File: src/hdl/framed_command_receiver_assert.svh
// Assertion macros used by the receiver's executor module.
`ifndef FRAMED_COMMAND_RECEIVER_ASSERT_SVH
`define FRAMED_COMMAND_RECEIVER_ASSERT_SVH

// Implication checked on every clock, masked while in reset.
`define FCR_ASSERT_IMP(lbl, clk_s, rstn_s, ante, cons, msg) \
  lbl: assert property (@(posedge clk_s) disable iff (!rstn_s) (ante) |-> (cons)) \
    else $error(msg);

// Next-cycle implication, masked while in reset.
`define FCR_ASSERT_NXT(lbl, clk_s, rstn_s, ante, cons, msg) \
  lbl: assert property (@(posedge clk_s) disable iff (!rstn_s) (ante) |=> (cons)) \
    else $error(msg);

`endif

File: src/hdl/fcr_pkg.sv
package fcr_pkg;
  localparam logic [7:0] SOF1 = 8'hAA;
  localparam logic [7:0] SOF2 = 8'h55;
  localparam logic [15:0] CCITT_GEN = 16'h1021;
  localparam logic [15:0] CRC_INIT = 16'h0000;
  localparam logic [7:0] OP_ARM = 8'h0A;
  localparam logic [7:0] OP_DISARM = 8'h0B;
  localparam logic [7:0] OP_RAWMODE = 8'h20;
  localparam logic [7:0] OP_GOAL = 8'h21;
  localparam logic [7:0] OP_SETMODE = 8'h22;
  localparam logic [7:0] OP_WAYPT = 8'h23;
  localparam logic [7:0] OP_BASE = 8'h24;
  localparam logic [7:0] OP_RAWWP = 8'h25;
  localparam logic [7:0] OP_RAWBASE = 8'h26;
  localparam logic [7:0] OP_MODE0 = 8'h30;
  localparam logic [7:0] OP_MODE3 = 8'h33;
  localparam logic [7:0] OP_FLUSH = 8'h69;

  localparam logic [3:0] EV_ARM = 4'd0;
  localparam logic [3:0] EV_DISARM = 4'd1;
  localparam logic [3:0] EV_MODE = 4'd2;
  localparam logic [3:0] EV_WAYPT = 4'd3;
  localparam logic [3:0] EV_BASE = 4'd4;
  localparam logic [3:0] EV_GOAL = 4'd5;
  localparam logic [3:0] EV_FLUSH = 4'd6;
  localparam logic [3:0] EV_UNKNOWN = 4'd7;
  localparam logic [3:0] EV_CRC = 4'd8;
  localparam logic [3:0] EV_VER = 4'd9;

  localparam logic [3:0] CMD_NONE = 4'd0;
  localparam logic [3:0] CMD_ARM = 4'd1;
  localparam logic [3:0] CMD_DISARM = 4'd2;
  localparam logic [3:0] CMD_MODE = 4'd3;
  localparam logic [3:0] CMD_WAYPT = 4'd4;
  localparam logic [3:0] CMD_BASE = 4'd5;

  localparam logic [0:0] REG_RAW_EN = 1'd0;
  localparam logic [0:0] REG_VERSION = 1'd1;

  // Classified command handed from the parser to the executor.
  typedef struct packed {
    logic [3:0]  event_code;
    logic        from_frame;
    logic [7:0]  message_type;
    logic [3:0]  cmd;
    logic [7:0]  mode_arg;
    logic [31:0] lat;
    logic [31:0] lon;
  } fcr_cmd_t;

  function automatic logic [15:0] crc_byte(logic [15:0] c, logic [7:0] b);
    logic [15:0] r;
    r = c ^ {b, 8'h00};
    for (int i = 0; i < 8; i++) begin
      r = r[15] ? ({r[14:0], 1'b0} ^ CCITT_GEN) : {r[14:0], 1'b0};
    end
    return r;
  endfunction
endpackage

File: src/hdl/framed_command_receiver.sv
// A completed command is queued, then registered into the executor outputs.
// Throughput: one byte per cycle unless the queue is full; the byte-wide CRC update
// and parse step are combinational; a two-entry command queue decouples parser and executor.
// Reset (synchronous, rst_n low): parser hunts, state flags and mode clear,
// raw_commands_enable = 1, expected_version = 1.
module framed_command_receiver import fcr_pkg::*; (
  input  logic        clk,
  input  logic        rst_n,
  input  logic        in_valid,
  output logic        in_stall,
  input  logic [7:0]  in_rx_byte,
  output logic        out_valid,
  input  logic        out_stall,
  output logic [3:0]  out_event_code,
  output logic        out_from_frame,
  output logic [7:0]  out_message_type,
  output logic [7:0]  out_mode_now,
  output logic        out_armed_now,
  output logic        out_waypoint_valid,
  output logic        out_base_requested,
  output logic signed [31:0] out_coord_lat,
  output logic signed [31:0] out_coord_lon,
  input  logic        psel,
  input  logic        penable,
  input  logic        pwrite,
  input  logic [2:0]  paddr,
  input  logic [31:0] pwdata,
  output logic [31:0] prdata,
  output logic        pready
);
  logic       raw_en_r;
  logic [7:0] ver_r;
  logic       cmd_valid, q_full, q_empty, q_rd, in_acc;
  fcr_cmd_t   cmd, q_data;

  // Stall only when the queue is full; otherwise a free slot absorbs a new transaction.
  assign in_stall = q_full;
  assign in_acc = in_valid && !q_full;
  assign pready = 1'b1;

  always_ff @(posedge clk) begin
    if (!rst_n) begin
      raw_en_r <= 1'b1;
      ver_r <= 8'd1;
    end else if (psel && penable && pwrite) begin
      case (paddr[2])
        REG_RAW_EN: raw_en_r <= pwdata[0];
        REG_VERSION: ver_r <= pwdata[7:0];
        default: ;
      endcase
    end
  end

  always_comb begin
    case (paddr[2])
      REG_RAW_EN: prdata = {31'd0, raw_en_r};
      REG_VERSION: prdata = {24'd0, ver_r};
      default: prdata = '0;
    endcase
  end

  fcr_parser u_parser (
    .clk, .rst_n, .raw_en(raw_en_r), .exp_ver(ver_r),
    .byte_valid(in_acc), .byte_data(in_rx_byte), .cmd_valid, .cmd
  );

  fcr_cmd_fifo u_fifo (
    .clk, .rst_n, .wr_en(cmd_valid), .wr_data(cmd), .full(q_full),
    .rd_en(q_rd), .empty(q_empty), .rd_data(q_data)
  );

  fcr_executor u_exec (
    .clk, .rst_n, .q_empty, .q_data, .q_rd, .out_valid, .out_stall,
    .out_event_code, .out_from_frame, .out_message_type, .out_mode_now,
    .out_armed_now, .out_waypoint_valid, .out_base_requested,
    .out_coord_lat, .out_coord_lon
  );
endmodule

File: src/hdl/fcr_parser.sv
module fcr_parser import fcr_pkg::*; (
  input  logic       clk,
  input  logic       rst_n,
  input  logic       raw_en,
  input  logic [7:0] exp_ver,
  input  logic       byte_valid,
  input  logic [7:0] byte_data,
  output logic       cmd_valid,
  output fcr_cmd_t   cmd
);
  localparam logic [3:0] PH_HUNT = 4'd0, PH_SOF2 = 4'd1, PH_VER = 4'd2, PH_TYPE = 4'd3,
    PH_SEQ = 4'd4, PH_LEN = 4'd5, PH_PAY = 4'd6, PH_CRCLO = 4'd7, PH_CRCHI = 4'd8,
    PH_RAWMODE = 4'd9, PH_RAWWP = 4'd10;

  logic [3:0]  phase_r, phase_nxt;
  logic [7:0]  ver_r, type_r, len_r, cnt_r, crclo_r, rawop_r;
  logic [15:0] crc_r;
  logic [7:0]  pay_r [8];
  logic [7:0]  pay_now [8];
  logic [15:0] crc_upd;
  logic [7:0]  cnt_inc;
  logic [31:0] lat_w, lon_w;

  assign crc_upd = crc_byte(crc_r, byte_data);
  assign cnt_inc = cnt_r + 8'd1;

  // Payload view; in raw waypoint mode it includes the byte arriving now.
  always_comb begin
    for (int i = 0; i < 8; i++) begin
      pay_now[i] = pay_r[i];
    end
    if (phase_r == PH_RAWWP) pay_now[cnt_r[2:0]] = byte_data;
    lat_w = {pay_now[3], pay_now[2], pay_now[1], pay_now[0]};
    lon_w = {pay_now[7], pay_now[6], pay_now[5], pay_now[4]};
  end

  always_comb begin
    phase_nxt = phase_r;
    cmd_valid = 1'b0;
    cmd = '{event_code: EV_UNKNOWN, from_frame: 1'b1, message_type: type_r, cmd: CMD_NONE,
            mode_arg: pay_now[0], lat: lat_w, lon: lon_w};
    case (phase_r)
      PH_HUNT: begin
        cmd.from_frame = 1'b0;
        cmd.message_type = byte_data;
        if (byte_data == SOF1) phase_nxt = PH_SOF2;
        else if (raw_en) begin
          case (byte_data)
            OP_ARM: begin
              cmd_valid = 1'b1; cmd.event_code = EV_ARM; cmd.cmd = CMD_ARM;
            end
            OP_DISARM: begin
              cmd_valid = 1'b1; cmd.event_code = EV_DISARM; cmd.cmd = CMD_DISARM;
            end
            OP_RAWBASE: begin
              cmd_valid = 1'b1; cmd.event_code = EV_BASE; cmd.cmd = CMD_BASE;
            end
            OP_RAWMODE: phase_nxt = PH_RAWMODE;
            OP_RAWWP: phase_nxt = PH_RAWWP;
            default: ;
          endcase
        end
      end
      PH_SOF2: begin
        if (byte_data == SOF2) phase_nxt = PH_VER;
        else if (byte_data != SOF1) phase_nxt = PH_HUNT;
      end
      PH_VER: phase_nxt = PH_TYPE;
      PH_TYPE: phase_nxt = PH_SEQ;
      PH_SEQ: phase_nxt = PH_LEN;
      PH_LEN: phase_nxt = (byte_data == 8'd0) ? PH_CRCLO : PH_PAY;
      PH_PAY: if (cnt_inc == len_r) phase_nxt = PH_CRCLO;
      PH_CRCLO: phase_nxt = PH_CRCHI;
      PH_CRCHI: begin
        phase_nxt = PH_HUNT;
        cmd_valid = 1'b1;
        if (ver_r != exp_ver) cmd.event_code = EV_VER;
        else if ({byte_data, crclo_r} != crc_r) cmd.event_code = EV_CRC;
        else if (type_r == OP_ARM && len_r == 8'd0) begin
          cmd.event_code = EV_ARM; cmd.cmd = CMD_ARM;
        end else if (type_r == OP_DISARM && len_r == 8'd0) begin
          cmd.event_code = EV_DISARM; cmd.cmd = CMD_DISARM;
        end else if (type_r >= OP_MODE0 && type_r <= OP_MODE3 && len_r == 8'd0) begin
          cmd.event_code = EV_MODE; cmd.cmd = CMD_MODE; cmd.mode_arg = type_r - OP_MODE0;
        end else if (type_r == OP_SETMODE && len_r == 8'd1) begin
          cmd.event_code = EV_MODE; cmd.cmd = CMD_MODE;
        end else if (type_r == OP_WAYPT && len_r == 8'd8) begin
          cmd.event_code = EV_WAYPT; cmd.cmd = CMD_WAYPT;
        end else if (type_r == OP_BASE && len_r == 8'd0) begin
          cmd.event_code = EV_BASE; cmd.cmd = CMD_BASE;
        end else if (type_r == OP_GOAL && len_r == 8'd8) begin
          cmd.event_code = EV_GOAL;
        end else if (type_r == OP_FLUSH && len_r == 8'd0) begin
          cmd.event_code = EV_FLUSH;
        end
      end
      PH_RAWMODE: begin
        phase_nxt = PH_HUNT;
        cmd_valid = 1'b1;
        cmd.from_frame = 1'b0; cmd.message_type = rawop_r;
        cmd.event_code = EV_MODE; cmd.cmd = CMD_MODE; cmd.mode_arg = byte_data;
      end
      PH_RAWWP: begin
        if (cnt_inc >= 8'd8) begin
          phase_nxt = PH_HUNT;
          cmd_valid = 1'b1;
          cmd.from_frame = 1'b0; cmd.message_type = rawop_r;
          cmd.event_code = EV_WAYPT; cmd.cmd = CMD_WAYPT;
        end
      end
      default: phase_nxt = PH_HUNT;
    endcase
    if (!byte_valid) begin
      phase_nxt = phase_r;
      cmd_valid = 1'b0;
    end
  end

  always_ff @(posedge clk) begin
    if (!rst_n) begin
      phase_r <= PH_HUNT;
      ver_r <= '0; type_r <= '0; len_r <= '0; cnt_r <= '0;
      crclo_r <= '0; rawop_r <= '0; crc_r <= CRC_INIT;
    end else if (byte_valid) begin
      phase_r <= phase_nxt;
      case (phase_r)
        PH_HUNT: begin
          if (byte_data == OP_RAWMODE || byte_data == OP_RAWWP) rawop_r <= byte_data;
          if (byte_data == OP_RAWWP) cnt_r <= '0;
        end
        PH_SOF2: if (byte_data == SOF2) crc_r <= CRC_INIT;
        PH_VER: begin ver_r <= byte_data; crc_r <= crc_upd; end
        PH_TYPE: begin type_r <= byte_data; crc_r <= crc_upd; end
        PH_SEQ: crc_r <= crc_upd;
        PH_LEN: begin len_r <= byte_data; crc_r <= crc_upd; cnt_r <= '0; end
        PH_PAY: begin crc_r <= crc_upd; cnt_r <= cnt_inc; end
        PH_CRCLO: crclo_r <= byte_data;
        PH_RAWWP: cnt_r <= (cnt_inc >= 8'd8) ? 8'd0 : cnt_inc;
        default: ;
      endcase
    end
  end

  // Payload store: written only inside a frame or raw waypoint.
  always_ff @(posedge clk) begin
    if (byte_valid) begin
      if ((phase_r == PH_PAY && cnt_r < 8'd8) || phase_r == PH_RAWWP)
        pay_r[cnt_r[2:0]] <= byte_data;
    end
  end
endmodule

File: src/hdl/fcr_cmd_fifo.sv
module fcr_cmd_fifo import fcr_pkg::*; (
  input  logic     clk,
  input  logic     rst_n,
  input  logic     wr_en,
  input  fcr_cmd_t wr_data,
  output logic     full,
  input  logic     rd_en,
  output logic     empty,
  output fcr_cmd_t rd_data
);
  fcr_cmd_t    mem_r [2];
  logic        wp_r, rp_r;
  logic [1:0]  cnt_r;

  assign full = cnt_r == 2'd2;
  assign empty = cnt_r == 2'd0;
  assign rd_data = mem_r[rp_r];

  always_ff @(posedge clk) begin
    if (wr_en) mem_r[wp_r] <= wr_data;
  end

  always_ff @(posedge clk) begin
    if (!rst_n) begin
      wp_r <= 1'b0; rp_r <= 1'b0; cnt_r <= '0;
    end else begin
      if (wr_en) wp_r <= ~wp_r;
      if (rd_en) rp_r <= ~rp_r;
      cnt_r <= cnt_r + {1'b0, wr_en} - {1'b0, rd_en};
    end
  end
endmodule

File: src/hdl/fcr_executor.sv
module fcr_executor import fcr_pkg::*; (
  input  logic        clk,
  input  logic        rst_n,
  input  logic        q_empty,
  input  fcr_cmd_t    q_data,
  output logic        q_rd,
  output logic        out_valid,
  input  logic        out_stall,
  output logic [3:0]  out_event_code,
  output logic        out_from_frame,
  output logic [7:0]  out_message_type,
  output logic [7:0]  out_mode_now,
  output logic        out_armed_now,
  output logic        out_waypoint_valid,
  output logic        out_base_requested,
  output logic signed [31:0] out_coord_lat,
  output logic signed [31:0] out_coord_lon
);
  `include "framed_command_receiver_assert.svh"

  logic [7:0]  mode_r, mode_nxt;
  logic        armed_r, armed_nxt, wp_r, wp_nxt, base_r, base_nxt;
  logic [31:0] lat_r, lat_nxt, lon_r, lon_nxt;
  logic        ov_r;

  assign q_rd = !q_empty && (!ov_r || !out_stall);
  assign out_valid = ov_r;

  always_comb begin
    mode_nxt = mode_r; armed_nxt = armed_r; wp_nxt = wp_r; base_nxt = base_r;
    lat_nxt = lat_r; lon_nxt = lon_r;
    case (q_data.cmd)
      CMD_ARM: armed_nxt = 1'b1;
      CMD_DISARM: armed_nxt = 1'b0;
      CMD_MODE: mode_nxt = q_data.mode_arg;
      CMD_WAYPT: begin wp_nxt = 1'b1; lat_nxt = q_data.lat; lon_nxt = q_data.lon; end
      CMD_BASE: base_nxt = 1'b1;
      default: ;
    endcase
  end

  always_ff @(posedge clk) begin
    if (!rst_n) begin
      ov_r <= 1'b0; mode_r <= '0; armed_r <= 1'b0; wp_r <= 1'b0; base_r <= 1'b0;
      lat_r <= '0; lon_r <= '0;
    end else begin
      if (q_rd) begin
        ov_r <= 1'b1;
        mode_r <= mode_nxt; armed_r <= armed_nxt; wp_r <= wp_nxt; base_r <= base_nxt;
        lat_r <= lat_nxt; lon_r <= lon_nxt;
      end else if (!out_stall) ov_r <= 1'b0;
    end
  end

  always_ff @(posedge clk) begin
    if (q_rd) begin
      out_event_code <= q_data.event_code;
      out_from_frame <= q_data.from_frame;
      out_message_type <= q_data.message_type;
      out_coord_lat <= (q_data.event_code == EV_GOAL) ? q_data.lat : lat_nxt;
      out_coord_lon <= (q_data.event_code == EV_GOAL) ? q_data.lon : lon_nxt;
    end
  end

  assign out_mode_now = mode_r;
  assign out_armed_now = armed_r;
  assign out_waypoint_valid = wp_r;
  assign out_base_requested = base_r;

  `FCR_ASSERT_NXT(a_wp_sticky, clk, rst_n, wp_r, wp_r, "waypoint flag cleared")
  `FCR_ASSERT_NXT(a_base_sticky, clk, rst_n, base_r, base_r, "base flag cleared")
  `FCR_ASSERT_NXT(a_hold, clk, rst_n, ov_r && out_stall, ov_r && $stable(out_event_code),
                  "stalled result changed")
endmodule
File: config.mk
export PLATFORM = sky130hd
export DESIGN_NAME = framed_command_receiver
export DESIGN_NICKNAME = d
export VERILOG_FILES = /design/src/hdl/fcr_pkg.sv /design/src/hdl/framed_command_receiver.sv /design/src/hdl/fcr_parser.sv /design/src/hdl/fcr_cmd_fifo.sv /design/src/hdl/fcr_executor.sv
export VERILOG_INCLUDE_DIRS = /design/src /design/src/hdl
export SDC_FILE = /design/constraint.sdc
export NUM_CORES = 1
export LEC_CHECK = 0
export ABC_AREA = 0
export ABC_CLOCK_PERIOD_IN_PS = 9700
export BUFFER_PORTS_ARGS = -buffer_cell sky130_fd_sc_hd__buf_2
export CORE_AREA = 5 5 210 212
export CTS_CLUSTER_SIZE = 25
export DETAILED_ROUTE_END_ITERATION = 10
export DIE_AREA = 0 0 215 217
export PLACE_DENSITY = 0.73
export SKIP_LAST_GASP = 1
export SLEW_MARGIN = 20
export SYNTH_ARGS = -nofsm -noshare
export SYNTH_HDL_FRONTEND = slang
export SYNTH_HIERARCHICAL = 1
export SYNTH_SLANG_ARGS = --single-unit
File: constraint.sdc
create_clock -name clk -period 9.7 [get_ports clk]
set_clock_uncertainty 0.15 [all_clocks]
set_input_delay 1.455 -clock clk [delete_from_list [all_inputs] [get_ports clk]]
set_output_delay 1.455 -clock clk [all_outputs]
set_load 0.05 [all_outputs]
# Yosys cells after proc, flatten, opt, wreduce, memory -nomap -nowiden
# Memory sizes are Yosys's and may differ from the RTL's. A register that Yosys moved wholly into a read port is not among the register bits.
# Cells that the tools add are included.
# word_totals
register_bits	234
ramBits	242
input_bits	50
out_inout_bits	123
wordCells	220
n_memories	2
# mem_list
name	depth	width	read_ports	rd_ports_with_merged_regs	write_ports	line	text
u_fifo.mem_r	2	89	1	1	1	fcr_cmd_fifo.sv:11	fcr_cmd_t mem_r [2];
u_parser.pay_r	8	8	8	0	1	fcr_parser.sv:18	logic [7:0] pay_r [8];
# op_classes
n_addsub	4
order_cmp	6
eq_ne	45
muxes	79
bitwise_logic	13
reduce_logical	46
# op_table
op	n
$mux W32	4
$mux W13	8
$mux W4	23
$bwmux W64	1
$mux W64	1
$pmux W32 S2	1
$eq A8 B6 Y1 const B	7
$mux W8	6
$eq A8 B4 Y1 const B	5
$pmux W4 S9	1
$mux W16	2
$pmux W16 S2	1
$pmux W4 S4	2
$pmux W8 S4	1
$eq A4 B3 Y1 const B	7
$pmux W9 S3	1
$demux W8 S3	1
$mux W12	2
$not A3 Y3	8
$reduce_and A2 Y1	10
$pmux W3 S3	2
$eq A4 B2 Y1 const B	4
$eq A8 B7 Y1 const B	2
$logic_not A8 Y1	2
45 further kinds	91

# Longest topological paths before layout
# depth
ltp_word	18
ltp_mapped	10
ltp_nobuf	9

# Hierarchy
# The synthesis kept the hierarchy.
# by_module_without_submodules
mod	n_inst	cells_each	area_per_inst_um2	seq_area_each_um2
fcr_parser	1	687	7262.0	3283.1
fcr_cmd_fifo	1	298	6678.9	5445.2
fcr_executor	1	482	6195.9	3833.7
framed_command_receiver	1	76	660.6	180.2

# Least setup slack after synthesis
# OpenSTA, ideal clock, no wires.
# synth_timing
path_kind	input to register
startpoint	in in_rx_byte[7]
endpoint	mem u_fifo/mem_r[0][0] in the netlist's numbering, enable pin
setup_ns	0.548
arrival_ns	6.731
required_time_ns	9.002
slack_ns	2.271
path_stages	7
n_path_buf	1
cell_sequence	clkbuf_1 > nor4b_2 > nand3b_1 > o21ai_0 > nand4_1 > a31oi_1 > nor2b_1
# synth_via
elab_chain_cells	9
word_cells_on_any_way	12
cone_classes	4 x eq/ne; 7 x mux; 1 x reduce/logical
# synth_lines
element	line	text
start: declaration	framed_command_receiver.sv:11	input logic [7:0] in_rx_byte,
$eq A8 B4 Y1 or $eq A8 B6 Y1 (tied branches)	fcr_parser.sv:48	case (byte_data)
$reduce_or A3 Y1 (no source line)	n/a	
$mux W1	fcr_parser.sv:48	
$mux W1	fcr_parser.sv:47	else if (raw_en) begin
$mux W1 *	fcr_parser.sv:46	if (byte_data == SOF1) phase_nxt = PH_SOF2;
$pmux W1 S3 *	fcr_parser.sv:42	case (phase_r)
$mux W1 *	fcr_parser.sv:113	if (!byte_valid) begin
named net cmd_valid	framed_command_receiver.sv:33	logic cmd_valid, q_full, q_empty, q_rd, in_acc;
$mux W1 *	fcr_cmd_fifo.sv:20	if (wr_en) mem_r[wp_r] <= wr_data;
$mux W1 (implied by the code) *	fcr_cmd_fifo.sv:20	
end: declaration	fcr_cmd_fifo.sv:11	
# Mark *: on every way through the listed nets, which the timed path passes. The rest lies on a longest branch.

# Final worst setup path
# layout_timing
startpoint	in in_rx_byte[4]
endpoint	mem u_fifo/mem_r[0][78] in the netlist's numbering, enable pin
# Same word-level chain as after synthesis.

==> results.md <==
- Status: completed
- Minimum clock period: 4.84 ns
- Starting Density: 49.8%
- Final setup violating endpoints: 0
- I/O pins: 173
- CTS tree: built
- Fin. max-slew vios: 0
- Sw Share: 33.1%
- P per Cell Area: 260 mW/mm2
- First-pass GRT wire length: 67200 um
- Largest net degree at the start of global routing: around 100
- Clock root buffer: clkbuf_16
- Fin util: 55.5%
- Cell variety after synth: 72
- Seq/Total Area, Yosys: between 60% and 70%
- Die Y: ~220 um
- Post CTS Setup Buffer Count: 0
- Met2 Use GR: a little under a third
- Post-route ant nets: 0
- DRT iter0 DRCs: 988
- Hold Vio Cnt, Final: 0
- Chip Width: 215 um
- RSZ-0062 raised after global routing: false
- F_max: 0.206 GHz
- NetSw: between 1.5 and 2 mW
- TNS Setup: 0 ns
- DRC: 0
- Worst-path maximum fanout: 45
- Ratio of final minimum period to clock period: 49.9%
- Synth Cell Area: 0.0208 mm2
- Via density per instance: 5.51
- Post-Route WL: 42000 um
- Final HPWL DP: ~26000 um
- Post-Place Cells: 2119
- WS Path Type: in -> reg
- Leakage power: 8.34 nW
- Remaining Overflow, GRT: 0
- GPL Wtd Cong: 0.840
- Hold WS: 0.306 ns
- Worst path required time: between 9 and 10 ns
- DR pass1 iterations: 7
- NumNets Final: 1688
- Longest Clk Path Bufs: 3
- Max IR drop VDD: 0.132 mV
- Final non-filler cell total: 2210
- GRT met3 Usage: 2.72%
- H-tree depth: 2
- Most common cell after layout, fill and taps aside: edfxtp_1
- Crit path DAT: slightly below 5 ns
- YS warnings: 6
- Final Cell Area: 0.0232 mm2
- Initial antenna violation count: 0
- Clock power share: 30.2%
- Gate power share: 26.4%
- Relative slew slack: 30.1%
- Drt wl/cell: 19.0 um
- Via count: around 12000
- Most used routing layer: met2
- Total CTS buffers: 49
- Fraction of registers with async set/reset: 0%
- Flop pwr share: 43.4%
- Met1 GRT Util: ~22%
- Via count of the first global-routing pass: 12500
- Core area: around 0.042 mm2
- Die area: 0.0467 mm2
- Max Cap Viol: 0
- Crit end category: register
- Worst Tran Pin Value: around 1.0 ns
- Commonest non-fill, non-tap cells in the layout: edfxtp_1 (319), mux2_2 (204), nand2_1 (178)
- Number of synthesized register bits: roughly 480
- Share of cells above drive strength 1: 26.9%
- HP Class: reg -> reg
- Worst-path clk slew: around 0.06 ns
- Worst setup SP type: input pin
- Hold_sp: u_exec/lon_r[19]
- Synthesized area per cell: between 10 and 15 um2
- Pint: 4.03 mW
- Post_cts resized: 0
- Placed Instance Area: 0.0216 mm2
- EDFF count, synth: between 300 and 400
- Syn-to-layout area delta: 11.5%
- Critical path origin: in_rx_byte[4]
- Total track usage: roughly 18%
- Row cnt: 75
- Clock latency on the worst-skew pair: 0.59 ns
- Port Buffer Count: 121
- Sink Count: 477
- Top_reg_cell synth: edfxtp_1
- Cells after synthesis: 1543
- Cts hold-fix bufs: 0
- Ant. Diodes: 0
- Reg-to-Reg Start: u_parser/cnt_r[0]
[worst max-delay path: stages]
cell and delay [ns]:
buf_2 0.35, nor4b_2 0.58, nand3b_1 0.20, o21ai_0 0.27, nand4_1 0.12, a31oi_1 0.46
nor2b_4 0.24, buf_4 0.53, buf_4 0.64
[stage by stage]
step / total power, mW / setup slack, ns
floorplan: 3.94 / 2.27
global placement: 4.22 / 4.39
detailed placement: 4.26 / 4.31
CTS: 6.09 / 4.91
global route: 6.30 / 4.60
finish: 6.03 / 4.86
[kinds of logic (layout without fill, tap and decap cells)]
group	count (synthesis)	count (layout)	synth area share, %
flip-flops	477	477	61.3
AND/OR/NAND/NOR	414	414	10.4
multiplexers	340	340	17.9
buffers and inverters	132	237	3.54
AO/OA/AOI/OAI	113	113	3.93
XOR/XNOR	57	57	2.47
adder cells (fa/ha/maj)	7	7	0.421
other	3	26	0.0541
[final cells by class]
class	count	area, um2
clock inverters	20	196
inverters	13	48.8
fillers	3309	18600
multi-input cells	957	7440
repair buffers	133	702
flip-flops and latches	477	12700
well taps	539	674
clock buffers	71	1380
[Yosys cell counts (4+ instances only)]
| cell type | instances | share of area, % |
|---|---|---|
| edfxtp_1 | 319 | 46 |
| mux2_2 | 204 | 11 |
| nand2_1 | 178 | 3.2 |
| dfxtp_1 | 158 | 15 |
| mux2i_1 | 121 | 5.8 |
| nor2b_1 | 63 | 1.9 |
| clkbuf_1 | 60 | 1.1 |
| nor2_1 | 43 | 0.78 |
| xnor2_1 | 38 | 1.6 |
| buf_4 | 28 | 1.0 |
| o21ai_0 | 25 | 0.60 |
| a22oi_1 | 18 | 0.65 |
| and2_1 | 18 | 0.54 |
| nor3_1 | 18 | 0.43 |
| xor2_1 | 18 | 0.76 |
| buf_6 | 16 | 0.87 |
| inv_1 | 13 | 0.23 |
| a21oi_1 | 12 | 0.29 |
| buf_2 | 12 | 0.29 |
| nand3_1 | 12 | 0.29 |
| nand4_1 | 12 | 0.36 |
| and3_1 | 10 | 0.30 |
| mux2_4 | 10 | 0.72 |
| a221o_1 | 9 | 0.43 |
| a31oi_1 | 7 | 0.21 |
| and2_2 | 7 | 0.25 |
| ha_1 | 7 | 0.42 |
| nand2b_1 | 7 | 0.21 |
| a21boi_0 | 6 | 0.22 |
| nor4_1 | 6 | 0.18 |
| o21a_1 | 6 | 0.22 |
| o31ai_1 | 6 | 0.22 |
| mux2_1 | 5 | 0.27 |
| a22o_1 | 4 | 0.17 |
| nand4b_1 | 4 | 0.17 |
| nor4_4 | 4 | 0.41 |
[power by group through the flow]
| stage | sequential, mW | combinational [mW] | clock, mW |
|---|---|---|---|
| 2_1_floorplan | 3.16 | 0.778 | 0 |
| 3_3_place_gp | 2.65 | 1.57 | 0 |
| 3_5_place_dp | 2.66 | 1.59 | 0 |
| 4_1_cts | 2.62 | 1.60 | 1.87 |
| 5_1_grt | 2.65 | 1.69 | 1.96 |
| 6_report | 2.62 | 1.59 | 1.82 |
[layer usage]
| layer | up-vias | part of all wire, % |
|---|---|---|
| li1 | 5729 | - |
| met4 | 0 | 3.8 |
| met2 | 333 | 49 |
| met5 | - | 0 |
| met1 | 6017 | 42 |
| met3 | 97 | 4.6 |
[worst paths after layout]
path	slack, ns	cells after the start	endpoint
setup / recovery	4.86	9	u_fifo/mem_r[0][78]
hold / removal	0.31	2	u_exec/lon_r[19]
setup reg to reg	5.52	9	u_fifo/mem_r[0][78]
hold reg to reg	0.31	2	u_exec/lon_r[19]
[state kept, by name (all words and copies together) (netlist names), 8 cells and up, named ones only]
name	flops
u_parser/len_r	8
u_fifo/mem_r	178
u_parser/crc_r	16
u_parser/crclo_r	8
u_parser/pay_r	64
u_parser/cnt_r	8
u_exec/lon_r	32
u_exec/lat_r	32
u_parser/rawop_r	8
u_exec/out_mode_now	8
u_exec/out_coord_lon	32
u_exec/out_coord_lat	32
u_parser/ver_r	8
u_exec/out_message_type	8
ver_r	8
u_parser/type_r	8
Note: power is estimated with default switching activity, not from simulation.
